**src/sv/ledbpe_pkg.sv**
```systemverilog
// Shared types and constants of the LED panel bit-plane encoder.
// Depends on nothing; every other file of the block but the pattern store imports it.
package ledbpe_pkg;

   localparam int LEVEL_W   = 8;
   localparam int DEPTH_W   = 7;
   localparam int PLANE_W   = 6;
   localparam int PORT_W    = 2;
   localparam int CHAN_W    = 2;
   localparam int PROD_W    = 15;
   localparam int REM_W     = 6;
   localparam int NUM_SLOTS = 6;
   localparam int SLOT_W    = 3;

   localparam logic KIND_TABLE = 1'b0;
   localparam logic KIND_PIXEL = 1'b1;

   typedef enum logic [CHAN_W-1:0] {
      CH_RED   = 2'd0,
      CH_GREEN = 2'd1,
      CH_BLUE  = 2'd2
   } ledbpe_chan_type;

   typedef enum logic [2:0] {
      ST_IDLE,
      ST_SETUP,
      ST_SPREAD,
      ST_STORE,
      ST_FETCH,
      ST_DRAIN,
      ST_EMIT
   } ledbpe_state_type;

   typedef struct packed {
      logic load;
      logic setup;
      logic step;
   } ledbpe_spread_ctl_type;

   typedef struct packed {
      logic              en;
      logic              zero;
      logic [SLOT_W-1:0] slot;
   } ledbpe_cap_type;

   // Slots hold upper red, green, blue and then lower red, green, blue.
   function automatic ledbpe_chan_type slot_chan(input logic [SLOT_W-1:0] slot);
      ledbpe_chan_type chan;
      unique case (slot)
         3'd0, 3'd3: chan = CH_RED;
         3'd1, 3'd4: chan = CH_GREEN;
         3'd2, 3'd5: chan = CH_BLUE;
         default:    chan = CH_RED;
      endcase
      return chan;
   endfunction

endpackage

```
**src/sv/ledbpe_spread_unit.sv**
```systemverilog
// Builds an evenly spread pattern of ones, one plane position per cycle,
// with a single add and compare. Depends on ledbpe_pkg.
module ledbpe_spread_unit
   import ledbpe_pkg::*;
#(
   parameter int WIDTH = 64
) (
   input  logic                  clock,
   input  ledbpe_spread_ctl_type ctl,
   input  logic [LEVEL_W-1:0]    level,
   input  logic [DEPTH_W-1:0]    depth,
   output logic [WIDTH-1:0]      pattern,
   output logic                  last_step
);

   localparam int PIDX_W = $clog2(WIDTH);

   logic [PROD_W-1:0]  prod_ff, prod_in;
   logic               nz_ff, nz_in;
   logic [DEPTH_W-1:0] count_ff, count_in;
   logic [REM_W-1:0]   rem_ff, rem_in;
   logic [PLANE_W-1:0] pos_ff, pos_in;
   logic [WIDTH-1:0]   pattern_ff, pattern_in;
   logic [PROD_W:0]    div_sum;
   logic [DEPTH_W-1:0] quot;
   logic [DEPTH_W-1:0] sum;
   logic               hit;

   // Division by 255 through (x + x/256 + 1) / 256, exact over the product range.
   assign div_sum = {1'b0, prod_ff} + (PROD_W+1)'(prod_ff[PROD_W-1:8]) + (PROD_W+1)'(1);
   assign quot    = div_sum[PROD_W-1:8];
   assign sum     = DEPTH_W'(rem_ff) + count_ff;
   assign hit     = (sum >= depth);

   always_comb begin
      prod_in    = prod_ff;
      nz_in      = nz_ff;
      count_in   = count_ff;
      rem_in     = rem_ff;
      pos_in     = pos_ff;
      pattern_in = pattern_ff;
      if (ctl.load) begin
         prod_in = PROD_W'(level) * PROD_W'(depth);
         nz_in   = |level;
      end
      if (ctl.setup) begin
         if (!nz_ff) begin
            count_in = '0;
         end else if (quot == '0) begin
            count_in = DEPTH_W'(1);
         end else begin
            count_in = quot;
         end
         rem_in     = REM_W'(depth - DEPTH_W'(1));
         pos_in     = '0;
         pattern_in = '0;
      end
      if (ctl.step) begin
         if (hit) begin
            rem_in                       = REM_W'(sum - depth);
            pattern_in[pos_ff[PIDX_W-1:0]] = 1'b1;
         end else begin
            rem_in = REM_W'(sum);
         end
         pos_in = pos_ff + PLANE_W'(1);
      end
   end

   always_ff @(posedge clock) begin
      prod_ff    <= prod_in;
      nz_ff      <= nz_in;
      count_ff   <= count_in;
      rem_ff     <= rem_in;
      pos_ff     <= pos_in;
      pattern_ff <= pattern_in;
   end

   assign pattern   = pattern_ff;
   assign last_step = ((DEPTH_W'(pos_ff) + DEPTH_W'(1)) == depth);

endmodule

```
**config.mk**
```make
export PLATFORM = sky130hd
export DESIGN_NAME = ledbpe_spread_unit
export DESIGN_NICKNAME = d
export VERILOG_FILES = /design/src/sv/ledbpe_pkg.sv /design/src/sv/ledbpe_spread_unit.sv
export SDC_FILE = /design/constraint.sdc
export NUM_CORES = 1
export LEC_CHECK = 0
export ABC_CLOCK_PERIOD_IN_PS = 5600
export BUFFER_PORTS_ARGS = -buffer_cell sky130_fd_sc_hd__buf_2
export CAP_MARGIN = 20
export CORE_MARGIN = 5
export CORE_UTILIZATION = 50
export DETAILED_ROUTE_END_ITERATION = 12
export PLACE_DENSITY_LB_ADDON = 0.25
export SYNTH_ARGS = -nofsm -noshare
export SYNTH_HDL_FRONTEND = slang
export SYNTH_SLANG_ARGS = --single-unit
```
**constraint.sdc**
```tcl
create_clock -name clock -period 5.6 [get_ports clock]
set_input_delay 0.28 -clock clock [delete_from_list [all_inputs] [get_ports clock]]
set_output_delay 0.28 -clock clock [all_outputs]
set_load 0.01 [all_outputs]
```
==> qor.txt, run 1 <==
die outline height: 122 um
Post-route DRC: 0
layout cells sized above 1: 0.160
final worst slack: 1.29 ns
Max Cap Viol: 0
ANT cells: 0
Area Growth Syn to Fin: 12.9%
post-synthesis instance area: 6300 sq um
cell-by-cell trace of the critical path: buf_2 > nand2_1 > fa_1 > fa_1 > inv_1 > fa_1 > fa_1 > ha_1 > o21ai_0 > inv_1 > a2111oi_0 > o21bai_1 > a21oi_1 > xnor2_1
result of the run: completed
Max Root-Sink Buffers: 2
number of enable flip-flop cells after synthesis: 35
register area share after synthesis: 0.370
Synth Flop Type: dfxtp_1
Setup WS pre-CTS: 0.950 ns
placed instance count: 880
Die ar.: 14900 sq um
Setup violations, final: 0
most frequent cells in the layout: inv_1, buf_2, o22ai_1, dfxtp_1, ha_1
CTS tree: yes
Core Footprint: 12500 sq um
Root Buffer Master: clkbuf_16
crit end category: register
Initial Util: 0.505
post-synthesis cell type count: 56
Final Non-Filler Cells: 896
Buffers on Ports: 83
number of global-route vias before repair: 4637
Worst EP required: 5.68 ns
FMAX: 0.232 GHz
Syn Nets: 753
count of final max-slew check failures: 0
Routed Antenna Nets: 0
Post-CTS Resized: 0
Post-CTS Setup Bufs: 0
Via Count: 4812
Max-slew headroom: 0.507
worst vdd ir: 289 uV
grt ovf: 0
drt pass-1 iters: 4
Sink Count: 99
yosys warns: 0
final core occ: 0.570
first-pass GRT wire length: 22900 um
Worst EP arrival: 4.39 ns
CTS buffer count: 9
Post-Synthesis Cells: 649
pwr dens: 419 nW/um^2
R2R setup slack: 1.96 ns
slew of the pin with the lowest slew margin: 0.739 ns
RD Place Congestion: 0.886
CP max-delay cell: fa_1
global-route total usage across every layer: 0.193
Clock Pin Slew Worst Setup and Hold Paths: 0.07 ns
Initial DRC Count: 328
routed length per instance: 15.8 um
Mean Syn Cell Area: 9.70 sq um
critical-path maximum fanout: 11
CP peak stage delay: 0.55 ns
RSZ-0062 raised after global routing: false
Startpoint Class: primary input
boundary pin count: 84
Worst-Skew Late Latency: 0.34 ns
Final Hold Viols: 0
critical path class: primary input to register
Leak: 3.10 nW
final worst path period need: 4.31 ns
CTS H-Tree Depth: 3
overall die width: 122 um
largest net degree at the start of global routing: 73
#FFs+latches synth: 99
dpl hpwl: 10900 um
Final #Nets: 823
commonest non-fill, non-tap cell in the layout: inv_1
final clock period utilization by the worst path: 0.769
Detailed Route WL: 14100 um
ys async rst share: 0
Setup Skew: 0.00884 ns
total negative slack: 0 ns
vias per cell: 5.37
# hold bufs at CTS: 0
Critical Path Most Common Cell: fa_1
worst hold path type: primary input to register
initial antenna violation count: 0
# rows: 41
==> worst max-delay path, delay by kind of cell <==
family,cells,cell delay [ns]
compound gates,4,1.15
xor+xnor,1,0.10
fa+ha+maj,5,2.40
buf+inv,3,0.34
simple gates,1,0.11
==> path summary, 6_finish.rpt <==
path / start / end / depth (start not counted)
setup / recovery: depth[6] / prod_ff[12]$_DFFE_PP_ / 14
hold reg to reg: pattern[5]$_DFF_P_ / pattern[5]$_DFF_P_ / 2
hold / removal: level[0] / prod_ff[0]$_DFFE_PP_ / 2
setup reg to reg: rem_ff[0]$_DFFE_PP_ / pattern[23]$_DFF_P_ / 16
==> registers in the layout (all words and copies together), names as in the netlist <==
name,count
pattern,64
prod_ff,15
count_ff,7
pos_ff,6
rem_ff,6
nz_ff,1
==> kinds of logic (layout without fill, tap and decap cells) <==
family | count (synthesis) | after routing | share of synthesized area
AO/OA/AOI/OAI | 137 | 137 | 0.143
adder cells (fa/ha/maj) | 85 | 85 | 0.206
AND/OR/NAND/NOR | 154 | 154 | 0.138
multiplexers | 8 | 8 | 0.0129
buffers and inverters | 133 | 208 | 0.0837
flip-flops | 99 | 99 | 0.370
XOR/XNOR | 33 | 33 | 0.0459
==> per-stage QoR <==
step | power, W | area, sq um | hold slack, ns
after floorplan | 0.00213 | 6300 | 0.392
after global placement | 0.00235 | 6820 | 0.445
after detailed placement | 0.00240 | 6820 | 0.454
after CTS | 0.00300 | 7110 | 0.336
after global routing | 0.00322 | 7110 | 0.371
final | 0.00298 | 7110 | 0.347
==> layer usage <==
| metal | vias to the layer above | GRT usage | share of wire | routed length, um |
|---|---|---|---|---|
| met4 | 0 | 0.0483 | 0.013 | 184 |
| met3 | 15 | 0.0267 | 0.039 | 554 |
| met5 | - | 0 | 0 | 0 |
| li1 | 2365 | - | - | - |
| met1 | 2327 | 0.263 | 0.45 | 6300 |
| met2 | 105 | 0.327 | 0.50 | 7090 |
==> power by group <==
part	total (W)	switching, W	internal (W)	leakage (nW)
logic	0.00143	0.000793	0.000633	2.09
registers	0.000962	0.0000777	0.000884	0.870
clock network	0.000592	0.000280	0.000312	0.142
==> synthesized netlist by cell type (2+ instances only) <==
cell type | instances | share of area
edfxtp_1 | 35 | 0.17
and2_1 | 43 | 0.043
nand3b_1 | 5 | 0.0060
a21boi_0 | 3 | 0.0036
o21bai_1 | 3 | 0.0036
a31oi_1 | 2 | 0.0020
fa_1 | 31 | 0.099
o21ai_0 | 17 | 0.014
clkbuf_1 | 20 | 0.012
dfxtp_1 | 64 | 0.20
xor2_1 | 9 | 0.013
nor4_1 | 4 | 0.0040
o31ai_1 | 3 | 0.0036
nand4_1 | 3 | 0.0030
xnor2_1 | 24 | 0.033
a21o_1 | 7 | 0.0083
or4b_1 | 2 | 0.0032
a211oi_1 | 2 | 0.0024
a21oi_1 | 18 | 0.014
mux2i_1 | 7 | 0.011
nand2b_1 | 9 | 0.0089
inv_1 | 107 | 0.064
or3_1 | 6 | 0.0060
nand3_1 | 12 | 0.0095
nor2b_1 | 7 | 0.0070
nor2_1 | 15 | 0.0089
or3b_2 | 2 | 0.0028
and3_1 | 4 | 0.0040
or2_2 | 6 | 0.0060
nor3_1 | 3 | 0.0024
o211ai_1 | 3 | 0.0036
o22ai_1 | 64 | 0.064
nand2_1 | 29 | 0.017
buf_2 | 3 | 0.0024
o21a_1 | 3 | 0.0036
ha_1 | 54 | 0.11
==> layout make-up <==
cell class                      count  area [sq um]
Clock buffer                       10           229
Clock inverter                      6          62.6
Fill cell                        1128          5360
Inverter                          107           402
Multi-Input combinational cell    417          3440
Sequential cell                    99          2330
Tap cell                          172           215
Timing Repair Buffer               85           430
No activity file was read; power rests on OpenSTA's default activity.
==> inputs of run 2 (changes only) <==
--- a/config.mk
+++ b/config.mk
@@ -5,7 +5,7 @@
 export SDC_FILE = /design/constraint.sdc
 export NUM_CORES = 1
 export LEC_CHECK = 0
-export ABC_CLOCK_PERIOD_IN_PS = 5600
+export ABC_CLOCK_PERIOD_IN_PS = 3800
 export BUFFER_PORTS_ARGS = -buffer_cell sky130_fd_sc_hd__buf_2
 export CAP_MARGIN = 20
 export CORE_MARGIN = 5
==> constraint.sdc (replaced) <==
create_clock -name clock -period 3.8 [get_ports clock]
set_input_delay 0.19 -clock clock [delete_from_list [all_inputs] [get_ports clock]]
set_output_delay 0.19 -clock clock [all_outputs]
set_load 0.01 [all_outputs]
==> run 2 against run 1 <==
Design area increased by 4.1%. Register-to-register slack lost 1.7 ns. Combinational power rose by 64%. Non-clock buffer count up 28. Sequential share of layout area shrank 1.3 points. Cell count rose by 3.1%. Count of clock-buffer cells in the layout unchanged. Power up 56%. Wire length is 2.4% higher. Die area is the same. Flip-flop and latch count is the same.
==> qor.txt, run 2 (same netlist as run 1, synthesis figures left out) <==
result of the run: completed
RSZ-0062 raised after global routing: true
Largest register FFs: 64 (unchanged)
Final Non-Filler Cells: 924 (+3.1%)
Detailed Route WL: 14500 um (+2.4%)
initial antenna violation count: 0 (unchanged)
Worst EP required: 3.90 ns (-1.78 ns)
Final Hold Viols: 0 (unchanged)
routed length per instance: 15.7 um (-0.72%)
FF-to-FF End: pattern[23]$_DFF_P_
Initial Util: 0.505 (unchanged)
grt ovf: 0 (unchanged)
ANT cells: 0 (unchanged)
cell-by-cell trace of the critical path: buf_2 > and2_1 > fa_1 > inv_1 > fa_1 > inv_1 > fa_1 > fa_1 > ha_4 > o21ai_4 > inv_2 > a2111oi_4 > o21ai_1 > a21oi_1 > xnor2_1
Max-slew headroom: 0.502 (-0.00501)
Sink Count: 99 (unchanged)
Worst EP arrival: 3.70 ns (-0.69 ns)
critical-path maximum fanout: 5 (-6)
Post-route DRC: 0 (unchanged)
placed instance count: 908 (+3.2%)
critical path class: primary input to register
first-pass GRT wire length: 23900 um (+4.6%)
Area Growth Syn to Fin: 17.5%
count of final max-slew check failures: 0 (unchanged)
global-route total usage across every layer: 0.202 (+0.00895)
final clock period utilization by the worst path: 0.947
dpl hpwl: 11600 um (+6.6%)
CP delay by family, top: adder cells
Startpoint Class: primary input
R2R Path Start: count_ff[0]$_SDFFCE_PN0P_
commonest non-fill, non-tap cell in the layout: inv_1
crit end category: register
worst vdd ir: 286 uV (-0.86%)
Setup violations, final: 0 (unchanged)
power share of the clock group: 0.189 (-0.010)
Post-CTS Setup Bufs: 0 (unchanged)
Die ar.: 14900 sq um (unchanged)
CTS tree: yes
pwr dens: 627 nW/um^2 (+50%)
Core Footprint: 12500 sq um (unchanged)
Root Buffer Master: clkbuf_16
number of global-route vias before repair: 4958 (+6.9%)
final worst path period need: 3.60 ns
most frequent cells in the layout: inv_1, buf_2, o22ai_1, dfxtp_1, ha_1
RD Place Congestion: 0.856 (-3.4%)
Via Count: 4948 (+2.8%)
worst hold start: level[0]
Worst-Skew Late Latency: 0.35 ns (about the same)
Max Root-Sink Buffers: 2 (unchanged)
largest net degree at the start of global routing: 73 (unchanged)
combinational power share: 0.505 (+0.026)
# hold bufs at CTS: 0 (unchanged)
reg2reg path depth: 16 (unchanged)
Post-CTS Resized: 0 (unchanged)
total negative slack: 0 ns (unchanged)
Critical Path Most Common Cell: fa_1
Final #Nets: 851 (+3.4%)
# rows: 41 (unchanged)
Initial DRC Count: 224 (-32%)
Max Cap Viol: 0 (unchanged)
drt pass-1 iters: 5 (+1)
R2R setup slack: 0.26 ns (-1.70 ns)
Hold Path Depth: 2 (unchanged)
slew of the pin with the lowest slew margin: 0.747 ns (+0.00752 ns)
vias per cell: 5.35 (-0.29%)
Net Switching: 0.00179 W (+55%)
Hold Path End: prod_ff[0]$_DFFE_PP_
CP peak stage delay: 0.53 ns (-0.02 ns)
layout cells sized above 1: 0.211 (+0.0512)
Worst Path Buf+Inv: 4 (+1)
Int Pwr: 0.00285 W (+56%)
CP max-delay cell: fa_1
Setup Skew: 0.00625 ns (-0.00260 ns)
Buffers on Ports: 83 (unchanged)
Routed Antenna Nets: 0 (unchanged)
die outline height: 122 um (unchanged)
overall die width: 122 um (unchanged)
switch share: 0.385 (-0.00133)
CTS H-Tree Depth: 3 (unchanged)
CTS buffer count: 9 (unchanged)
worst hold path type: primary input to register
FMAX: 0.278 GHz
boundary pin count: 84 (unchanged)
Clock Pin Slew Worst Setup and Hold Paths: 0.07 ns (about the same)
Sequential Power Share: 0.306 (-0.017)
fill count: 1106 (-2.0%)
Leak: 3.25 nW (+4.8%)
[run 2: cell count changes in the layout (fill, tap and decap cells not counted), moves of 3 or more]
cell     delta
and2_1      -3
and2_4      +3
buf_4      +28
inv_6       +3
o21ai_0     -4
o21ai_1     +3
[run 2: worst max path at each step]
stage	endpoint	start	slack, ns	cells after the start
after floorplan	prod_ff[12]$_DFFE_PP_	depth[2]	0.004	15
after CTS	pattern[23]$_DFF_P_	count_ff[0]$_SDFFCE_PN0P_	0.11	16
after global placement	prod_ff[12]$_DFFE_PP_	level[3]	-0.15	15
after detailed placement	prod_ff[14]$_DFFE_PP_	level[3]	-0.19	16
final	prod_ff[14]$_DFFE_PP_	level[3]	0.20	15
after global routing	rem_ff[2]$_DFFE_PP_	count_ff[0]$_SDFFCE_PN0P_	-0.008	16
[run 2: area by class of cell]
class                   count  area, sq um  share of cell area
multi-input cells         417         3530               0.477
flip-flops and latches     99         2330               0.315
repair buffers            113          641              0.0866
inverters                 107          402              0.0543
clock buffers              10          229              0.0309
well taps                 172          215              0.0291
clock inverters             6         55.1             0.00744
[run 2: routing by layer]
layer,GRT usage,share of wire,up-vias
met5,0,0,-
li1,-,-,2425
met2,0.333,0.49,108
met1,0.273,0.46,2405
met4,0.0700,0.012,0
met3,0.0295,0.040,10
[run 2: power groups by stage]
stage	sequential, W	clock, W	combinational [W]
2_1_floorplan	0.00140	0	0.00184
3_3_place_gp	0.00144	0	0.00223
3_5_place_dp	0.00144	0	0.00231
4_1_cts	0.00142	0.000890	0.00233
5_1_grt	0.00144	0.000935	0.00264
6_report	0.00142	0.000878	0.00234
[run 2: per-stage QoR]
stage	setup WS (ns)	hold slack, ns	util	power [W]	instance area, sq um
2_1_floorplan	0.00383	0.302	-	0.00324	6390
3_3_place_gp	-0.148	0.443	0.569	0.00367	7090
3_5_place_dp	-0.192	0.449	0.569	0.00375	7090
4_1_cts	0.106	0.236	0.592	0.00464	7380
5_1_grt	-0.00774	0.259	0.594	0.00501	7400
6_report	0.200	0.240	0.594	0.00464	7400
